## src/rtl/core/mqm_pkg.sv

```systemverilog
// ----------------------------------------------------------------------------
// mqm_pkg
// Shared types and constants for the monotonic minimum queue: request and
// response beats, request and error codes, and the links between cells.
// ----------------------------------------------------------------------------
package mqm_pkg;

    localparam int DEPTH   = 1024;
    localparam int DATA_W  = 32;
    localparam int COUNT_W = 11;

    typedef logic [COUNT_W-1:0] t_count;

    // request codes
    typedef enum logic [1:0] {
        REQ_ENQ = 2'd0,
        REQ_DEQ = 2'd1,
        REQ_CLR = 2'd2,
        REQ_QRY = 2'd3
    } t_req_type;

    // error codes
    typedef enum logic [1:0] {
        ERR_OK    = 2'd0,
        ERR_EMPTY = 2'd1,
        ERR_FULL  = 2'd2
    } t_err;

    // control sequencer states
    typedef enum logic {
        ST_IDLE = 1'b0,
        ST_RESP = 1'b1
    } t_state;

    // input beat
    typedef struct packed {
        t_req_type                req_type;
        logic signed [DATA_W-1:0] data_in;
    } t_req;

    // output beat
    typedef struct packed {
        logic signed [DATA_W-1:0] popped_value;
        logic signed [DATA_W-1:0] front_value;
        logic signed [DATA_W-1:0] min_value;
        t_count                   count;
        logic                     is_empty;
        t_err                     err_code;
    } t_rsp;

    // operation broadcast to every cell
    typedef struct packed {
        logic                     enq;
        logic                     deq;
        logic                     cand_pop;
        logic                     clr;
        logic signed [DATA_W-1:0] data;
    } t_cell_ctl;

    // cell contents, shifted toward the head on a pop
    typedef struct packed {
        logic signed [DATA_W-1:0] value;
        logic signed [DATA_W-1:0] cand;
        logic                     valid;
    } t_shift;

    // candidate status seen by the next cell toward the back
    typedef struct packed {
        logic valid;
        logic gt;
    } t_link;

endpackage

```

## src/rtl/core/mqm_cell.sv

```systemverilog
// ----------------------------------------------------------------------------
// mqm_cell
// One slot of the queue: holds one value entry and one candidate entry,
// takes new contents from the neighbor behind it on a pop and decides on
// its own whether it receives an appended candidate.
// ----------------------------------------------------------------------------
module mqm_cell (
    input  logic               i_clk,
    input  logic               i_rst_n,
    input  mqm_pkg::t_cell_ctl i_ctl,
    input  logic               i_val_wr,
    input  mqm_pkg::t_link     i_left,
    input  mqm_pkg::t_shift    i_right,
    output mqm_pkg::t_shift    o_shift,
    output mqm_pkg::t_link     o_link
);

    logic signed [mqm_pkg::DATA_W-1:0] r_value, n_value;
    logic signed [mqm_pkg::DATA_W-1:0] r_cand, n_cand;
    logic                              r_cvalid, n_cvalid;
    logic                              gt;
    logic                              take;

    // candidate strictly above the incoming value
    assign gt = r_cvalid && (r_cand > i_ctl.data);

    // first free or dropped slot right after the kept candidates
    assign take = (!r_cvalid || gt) && i_left.valid && !i_left.gt;

    // next contents
    always_comb begin
        n_value  = r_value;
        n_cand   = r_cand;
        n_cvalid = r_cvalid;
        if (i_ctl.clr) begin
            n_cvalid = 1'b0;
        end else if (i_ctl.enq) begin
            if (i_val_wr) begin
                n_value = i_ctl.data;
            end
            if (take) begin
                n_cand   = i_ctl.data;
                n_cvalid = 1'b1;
            end else if (gt) begin
                n_cvalid = 1'b0;
            end
        end else if (i_ctl.deq) begin
            n_value = i_right.value;
            if (i_ctl.cand_pop) begin
                n_cand   = i_right.cand;
                n_cvalid = i_right.valid;
            end
        end
    end

    // payload registers
    always_ff @(posedge i_clk) begin
        r_value <= n_value;
        r_cand  <= n_cand;
    end

    // candidate valid bit
    always_ff @(posedge i_clk) begin
        if (!i_rst_n) begin
            r_cvalid <= 1'b0;
        end else begin
            r_cvalid <= n_cvalid;
        end
    end

    assign o_shift.value = r_value;
    assign o_shift.cand  = r_cand;
    assign o_shift.valid = r_cvalid;
    assign o_link.valid  = r_cvalid;
    assign o_link.gt     = gt;

endmodule

```

## config.mk

```make
export PLATFORM = sky130hd
export DESIGN_NAME = mqm_cell
export DESIGN_NICKNAME = d
export VERILOG_FILES = /design/src/rtl/core/mqm_pkg.sv /design/src/rtl/core/mqm_cell.sv
export SDC_FILE = /design/constraint.sdc
export NUM_CORES = 1
export LEC_CHECK = 0
export BUFFER_PORTS_ARGS = -buffer_cell sky130_fd_sc_hd__buf_2
export CAP_MARGIN = 30
export CORE_ASPECT_RATIO = 2
export CORE_MARGIN = 1
export CORE_UTILIZATION = 28
export CTS_BUF_LIST = sky130_fd_sc_hd__clkbuf_16
export DETAILED_ROUTE_END_ITERATION = 16
export PLACE_DENSITY = 0.56
export SLEW_MARGIN = 20
export SYNTH_ARGS = -nofsm -noshare
export SYNTH_HDL_FRONTEND = slang
export SYNTH_SLANG_ARGS = --single-unit
```

## constraint.sdc

```tcl
create_clock -name i_clk -period 4.45 [get_ports i_clk]
set_input_delay 0.2225 -clock i_clk [delete_from_list [all_inputs] [get_ports i_clk]]
set_output_delay 0.2225 -clock i_clk [all_outputs]
set_load 0.05 [all_outputs]
```

* After elaboration in Yosys (flattened, before gate mapping)
Cells that the tools add are included.
** Word-level totals
- Bits in registers :: 65
- Input port bits :: 106
- Logic and storage cells :: 33
** Operators by class
- $lt $le $gt $ge :: 1
- Equality and inequality tests :: 3
- Mux-type cells :: 12
- Bitwise gates (word level) :: 2
- Reductions and logical operators :: 12
** Operator list (count)
- two-way mux 32 bit :: 7
- > comparator 32 bit :: 1
- AND reduction 3 bit :: 2
- two-way mux 1 bit :: 5
- inequality test 2 x 1 -> 1 bit (second input constant) :: 2
- AND reduction 4 bit :: 1
- nonzero test 2 bit :: 2
- logical AND 1 bit :: 3
- inequality test 3 x 1 -> 1 bit (second input constant) :: 1
- logical NOT 1 bit :: 2
- NOT 1 bit :: 2
- OR reduction 2 bit :: 1
- logical OR 1 bit :: 1

* Longest topological paths before layout
Gate-level depths: netlist (run 1).
- Word-level depth :: 7
- Depth in mapped cells :: 10
- Gate-level depth less buffers :: 9

* Least setup slack after synthesis (run 1)
Ideal clock, no wire load.
- Path type :: register -> register
- Start point :: reg r_cand[27] in the netlist's numbering
- End point :: reg r_cand[0] in the netlist's numbering (enable)
- Arrival time :: 2.977 ns
- Slack :: 1.083 ns
- Cell stages (with the launch flop) :: 9
- Path buffers :: 0
- Path through :: edfxtp_1 > ha_1 > a21oi_2 > o21a_2 > a2bb2oi_2 > nand3_1 > or4_1 > a211oi_1 > or2_1
** Between the ends
- Cells in the longest elaborated chain, start to end :: 7
** RTL lines
- start, declared :: line mqm_cell.sv:19 : logic signed [mqm_pkg::DATA_W-1:0] r_cand, n_cand;
- start signal, assigned :: line mqm_cell.sv:59 : r_cand <= n_cand;
- > comparator 32 bit :: line mqm_cell.sv:25 : assign gt = r_cvalid && (r_cand > i_ctl.data);
- logical AND 1 bit :: line mqm_cell.sv:25
- logical OR 1 bit :: line mqm_cell.sv:28 : assign take = (!r_cvalid || gt) && i_left.valid && !i_left.gt;
- logical AND 1 bit (2 in series) :: line mqm_cell.sv:28
- inequality test 2 x 1 -> 1 bit (no line)
- AND reduction 4 bit (no line)
No other way between the ends.
A chain may end at the register's enable or synchronous reset.

* Worst setup path in the final report (run 1)
- Start point :: reg r_cand[10] in the netlist's numbering
- End point :: reg r_cand[8] in the netlist's numbering (enable)
Same word-level chain as after synthesis.

==> results of run 1 <==
[area by class of cell]
| type | count | area (sq um) | area share (%) |
|---|---|---|---|
| antenna | 1 | 2.50 | 0.0502 |
| clock buffer | 9 | 225 | 4.52 |
| clock inverter | 7 | 86.3 | 1.73 |
| inverter | 96 | 360 | 7.23 |
| multi-input combinational | 200 | 1280 | 25.7 |
| sequential | 65 | 1940 | 39.0 |
| tap | 150 | 188 | 3.77 |
| timing repair buffer | 174 | 896 | 18.0 |
[how the worst max path moves through the flow]
stage,end,slack [ps],depth (start not counted)
CTS,r_cand[29]$_DFFE_PP_,1110,8
global route,r_cand[31]$_DFFE_PP_,970,8
finish,r_cand[8]$_DFFE_PP_,1230,8
floorplan,r_cand[0]$_DFFE_PP_,1080,8
detailed placement,r_cand[0]$_DFFE_PP_,1160,8
global placement,r_cand[2]$_DFFE_PP_,1200,10
[synth_stat cells, types with 2 or more instances]
| cell | instances | area share [%] |
|---|---|---|
| a21oi_1 | 15 | 2.1 |
| buf_4 | 3 | 0.62 |
| clkbuf_1 | 10 | 1.0 |
| edfxtp_1 | 64 | 53 |
| ha_1 | 32 | 11 |
| inv_1 | 96 | 9.9 |
| mux2i_1 | 2 | 0.55 |
| nand2_1 | 44 | 4.5 |
| nand3_1 | 4 | 0.55 |
| nand3b_1 | 2 | 0.41 |
| nand4_1 | 6 | 1.0 |
| nor2_1 | 2 | 0.21 |
| nor2b_1 | 2 | 0.34 |
| nor3_1 | 3 | 0.41 |
| o211ai_1 | 2 | 0.41 |
| o21ai_0 | 68 | 9.4 |
[registers in the layout, indices dropped and copies added, names as in the netlist]
register  flops
r_cand       32
r_value      32
r_cvalid      1
[worst register-to-register path, delay by kind of cell, from the launching register on]
kind                       cells  cell delay, ps
DFF                            1             380
adders and majority gates      1             340
AOI/OAI and AO/OA              3             810
and+or+nand+nor                4            1290
[metal layers]
layer	GRT usage [%]	vias up	routed length [um]
met1	13.9	1378	3410
met4	8.54	2	310
li1	-	1612	-
met5	0	-	18
met2	30.4	116	5860
met3	3.24	21	521
[kinds of logic after synthesis]
family	Yosys count
fa+ha+maj	32
mux	2
flops	65
compound gates	94
simple gates	72
buf+inv	110
[power groups by stage]
stage	clock (mW)	combinational [mW]	sequential, mW
2_1_floorplan	0	0.114	0.892
3_3_place_gp	0	0.374	0.752
3_5_place_dp	0	0.383	0.753
4_1_cts	0.769	0.384	0.741
5_1_grt	0.788	0.413	0.745
6_report	0.749	0.377	0.740
[per-stage QoR]
step	util, %	power, mW	std cells	hold WS (ps)	cell area [sq um]
6_report	39.4	1.87	702	211	4980
5_1_grt	39.4	1.95	702	219	4980
4_1_cts	39.4	1.89	701	203	4980
3_5_place_dp	37.0	1.14	685	546	4670
3_3_place_gp	36.7	1.13	684	528	4640
2_1_floorplan	-	1.01	375	394	3640
==> results.txt, run 1 <==
worst path cell trace: ha_1 -> a21oi_1 -> nand2_1 -> a221oi_1 -> nor3_1 -> or4_1 -> a211oi_1 -> or2_2
routed vias/inst: 4.46
FILL cells: 1,325
net count after synthesis: 513
post-place setup slack: 1160 ps
kind of critical path: flip-flop to flip-flop
main combinational cell family by area after synthesis: compound AO/OA/AOI/OAI gates
H-tree Lvls: 3
Post-Synth XOR/XNOR Area: 0%
post-synthesis average cell area: 9.71 sq um
CTS resizes: 0
status: completed
commonest non-fill, non-tap cell in the layout: buf_2
Max-cap violations: 0
final setup fails: 0
CP max stage delay: 670 ps
switching share of total power: 29.2%
vias in the first global route: 3,127
Final min period: 3220 ps
first-pass GRT wire length: 15,000 um
crit path max fanout: 32
EDFF count, synth: 64
Reg clk slew, reported paths: 60 ps
TritonCTS Buffers: 9
Pleak: 2.50 nW
Worst slew margin: 45.4%
GRT Util Overall: 15.6%
Comb pwr share: 20.2%
Die Y: 163 um
Syn Inst Count: 375
Final Max Tran Viols: 0
YS warnings: 0
Worst setup EP type: flip-flop
clock sink count: 65
Routability Congestion: 0.765
clock network fraction of design power: 40.1%
die area: 0.0135 sq mm
GR Overflow Total: 0
fin crit share: 72.3%
Port Buffers: 172
Synth Area in Simple Gates: 9.45%
VDD IR max: 0.000205 V
dpl hpwl: 8060 um
Hold Crit Depth: 3
Antenna Nets Post-Route: 0
Reg2Reg Capture Point: r_cand[8]$_DFFE_PP_
Reg power frac: 39.7%
cts hold-fix bufs: 0
P_sw: 0.545 mW
Pint: 1.32 mW
initial antenna violation count: 3
worst r2r src: r_cand[10]$_DFFE_PP_
drt wl/cell: 14.4 um
Fin Setup TNS: 0 ps
worst min path class: primary input to flip-flop
Adder-Cell Fraction of Synth Area: 11.0%
slowest cell on the critical path: or2_2
WHS Endpoint: r_value[17]$_DFFE_PP_
Synth cell types: 36
Synth async-reset ratio: 0%
Synth Area in Compound Gates: 14.0%
DR vias: 3,129
final net count: 684
drt pass-1 iters: 4
most frequent cells in the layout: buf_2, inv_1, o21ai_0, edfxtp_1, nand2_1
initial core utilization: 28.8%
drt drc: 0
clk_skew: 8.89 ps
ys flop type: edfxtp_1
Std-Cell Rows: 58
CTS tree: yes
Critical Path Start Type: flip-flop
WL final: 10,100 um
share of post-route cells with drive strength above 1: 35.2%
delay-heaviest family, CP: simple AND/OR/NAND/NOR gates
pin count of the biggest net entering global routing: 101
Clock Latency Late Sink: 330 ps
Fmax achieved: 0.311 GHz
area added between synthesis and finish: 36.9%
CTS root buf: clkbuf_16
number of I/O pins: 173
CTS Buffer Depth: 2
r2r worst-path depth: 8
Min-Delay Startpoint: i_ctl[17]
CP Launch Point: r_cand[10]$_DFFE_PP_
DR iter-0 viols: 109
final-report hold violation count: 0
Power Density: 375 mW/mm^2
PnR worst setup slack: 1230 ps
CORE AREA: 0.0126 sq mm
#FFs+latches synth: 65
Die Wd: 82.6 um
CP required: 4400 ps
R2R Setup Slk: 1230 ps
buffers and inverters on the worst path: 0
Post-Syn Area: 0.00364 sq mm
setup bufs post-CTS: 0
mux contribution to synthesized area: 0.550%
Worst Path Arrival: 3170 ps
sequential-to-total area share from yosys stat: 53.4%
worst slew pin tran: 819 ps
RSZ-0062 raised after global routing: false
No activity file was read; power rests on OpenSTA's default activity.
==> inputs of run 2 (changes only) <==
==> constraint.sdc (replaced) <==
create_clock -name i_clk -period 3.09 [get_ports i_clk]
set_input_delay 0.1545 -clock i_clk [delete_from_list [all_inputs] [get_ports i_clk]]
set_output_delay 0.1545 -clock i_clk [all_outputs]
set_load 0.05 [all_outputs]
==> run 2 against run 1 <==
  * Total power is 39% higher
  * Combinational power up 46%
  * Die area did not move
  * Sequential power up 45%
  * Critical path depth rose by 1
  * First-iteration DRC count down 23%
  * Worst hold slack got worse by 78 ps
  * Via count grew 1.8%
  * Largest cell class unchanged
==> results.txt, run 2 (synthesis results as in run 1) <==
status: completed
worst slew pin tran: 691 ps (-128 ps)
Fmax achieved: 0.343 GHz
cts hold-fix bufs: 0 (unchanged)
DR vias: 3,186 (+1.8%)
Die Wd: 82.6 um (unchanged)
CTS resizes: 0 (unchanged)
Die Y: 163 um (unchanged)
setup bufs post-CTS: 0 (unchanged)
first-pass GRT wire length: 15,400 um (+2.6%)
pin count of the biggest net entering global routing: 88 (-13%)
drt wl/cell: 14.7 um (+1.9%)
drt pass-1 iters: 4 (unchanged)
CTS root buf: clkbuf_16
CTS tree: yes
vias in the first global route: 3,167 (+1.3%)
commonest non-fill, non-tap cell in the layout: buf_2
PnR worst setup slack: 170 ps (-1060 ps)
kind of critical path: flip-flop to output port
worst r2r src: r_cand[10]$_DFFE_PP_
die area: 0.0135 sq mm (unchanged)
Final Max Tran Viols: 0 (unchanged)
r2r worst-path depth: 9 (+1)
Reg power frac: 41.0% (+1.3 points)
H-tree Lvls: 3 (unchanged)
routed vias/inst: 4.53 (+1.7%)
clock network fraction of design power: 37.7% (-2.4 points)
number of I/O pins: 173 (unchanged)
Largest regs: r_cand x32, r_value x32, r_cvalid x1
Routability Congestion: 0.772 (+0.95%)
clk_skew: 5.21 ps (-3.67 ps)
R2R Setup Slk: 220 ps (-1010 ps)
CORE AREA: 0.0126 sq mm (unchanged)
Min-Delay Startpoint: i_ctl[12]
Max-cap violations: 0 (unchanged)
switching share of total power: 30.0% (+0.84 points)
WHS Endpoint: r_value[12]$_DFFE_PP_
final net count: 686 (+0.29%)
initial antenna violation count: 2 (-1)
share of post-route cells with drive strength above 1: 35.9% (+0.66 points)
Pleak: 2.50 nW (about the same)
Worst Path Arrival: 2770 ps (-400 ps)
Comb pwr share: 21.2% (+1.0 points)
VDD IR max: 0.000257 V (+26%)
worst min path class: primary input to flip-flop
Final min period: 2920 ps
Power Density: 522 mW/mm^2 (+39%)
clock sink count: 65 (unchanged)
CTS Buffer Depth: 2 (unchanged)
post-layout util: 39.4% (-0.069 points)
Clock Latency Late Sink: 330 ps (about the same)
area added between synthesis and finish: 36.6%
WL final: 10,300 um (+2.0%)
Reg2Reg Capture Point: r_cand[21]$_DFFE_PP_
dpl hpwl: 8380 um (+4.0%)
final-report hold violation count: 0 (unchanged)
Fin Setup TNS: 0 ps (unchanged)
GRT Util Overall: 16.1% (+0.53 points)
final setup fails: 0 (unchanged)
FILL cells: 1,333 (+0.60%)
DR iter-0 viols: 84 (-23%)
Std-Cell Rows: 58 (unchanged)
most frequent cells in the layout: buf_2, inv_1, o21ai_0, edfxtp_1, nand2_1
Antenna Nets Post-Route: 0 (unchanged)
Port Buffers: 172 (unchanged)
CP required: 2940 ps (-1460 ps)
Pint: 1.82 mW (+37%)
crit path max fanout: 4 (-88%)
PnR Total Power: 2.60 mW (+39%)
P_sw: 0.780 mW (+43%)
drt drc: 0 (unchanged)
post-place setup slack: 165 ps (-993 ps)
TritonCTS Buffers: 9 (unchanged)
Worst setup EP type: output port
GR Overflow Total: 0 (unchanged)
Worst slew margin: 53.9% (+8.5 points)
Reg clk slew, reported paths: 50 ps (about the same)
Critical Path Start Type: flip-flop
Hold Crit Depth: 3 (unchanged)
fin crit share: 94.5%
initial core utilization: 28.8% (unchanged)
[run 2: cell types whose count changed in the layout (fill, tap and decap cells not counted)]
cell / before / now
a21oi_1: 15 / 13
a21oi_2: 1 / 3
a221oi_1: 1 / 0
a221oi_2: 0 / 1
buf_12: 0 / 1
buf_16: 1 / 0
buf_2: 172 / 171
buf_4: 1 / 4
bufinv_16: 2 / 1
clkinv_2: 0 / 2
clkinvlp_4: 2 / 0
or2_2: 1 / 0
or2_4: 0 / 1
[run 2: worst max path at each step]
stage	slack [ps]	to	start	cells past startpoint
2_1_floorplan	30	r_cand[0]$_DFFE_PP_	r_cand[27]$_DFFE_PP_	8
3_3_place_gp	200	r_cand[2]$_DFFE_PP_	r_cand[30]$_DFFE_PP_	9
3_5_place_dp	160	r_cand[2]$_DFFE_PP_	r_cand[10]$_DFFE_PP_	9
4_1_cts	30	o_link[0]	r_cand[10]$_DFFE_PP_	9
5_1_grt	-4	o_link[0]	r_cand[30]$_DFFE_PP_	9
6_report	170	o_link[0]	r_cand[10]$_DFFE_PP_	9
[run 2: power by group through the flow]
stage	registers (mW)	clock network, mW	logic [mW]
after floorplan	1.28	0	0.164
after global placement	1.08	0	0.546
after detailed placement	1.09	0	0.553
after CTS	1.07	1.01	0.555
after global routing	1.07	1.04	0.603
final	1.07	0.980	0.551
[run 2: per-stage QoR]
| stage | instances | hold slack (ps) | instance area, sq um |
|---|---|---|---|
| 2_1_floorplan | 375 | 326 | 3640 |
| 3_3_place_gp | 687 | 464 | 4670 |
| 3_5_place_dp | 687 | 475 | 4670 |
| 4_1_cts | 702 | 122 | 4950 |
| 5_1_grt | 702 | 143 | 4970 |
| 6_report | 703 | 133 | 4970 |
[run 2: final cells by class]
class | instances | area (sq um) | area share, %
diodes | 1 | 2.50 | 0.0503
well taps | 150 | 188 | 3.77
clock buffers | 9 | 225 | 4.53
repair buffers | 176 | 906 | 18.2
inverters | 96 | 360 | 7.25
flip-flops and latches | 65 | 1940 | 39.1
multi-input cells | 200 | 1300 | 26.1
clock inverters | 6 | 51.3 | 1.03
[run 2: per-layer routing]
metal  global-route usage, %  share of wire (%)  up-vias
li1                        -                  -     1615
met1                    15.1                 34     1448
met2                    30.7                 57      100
met3                    3.91                5.2       21
met4                    8.07                3.0        2
met5                       0               0.16        -
[run 2: critical path, cell delays in order (launching register included)]
cell      delay [ps]
edfxtp_1         400
ha_1             340
a21oi_1          160
nand2_1           90
a221oi_2         320
nor3_1           100
or4_1            460
a21oi_2          200
and2_1           150
buf_4            200
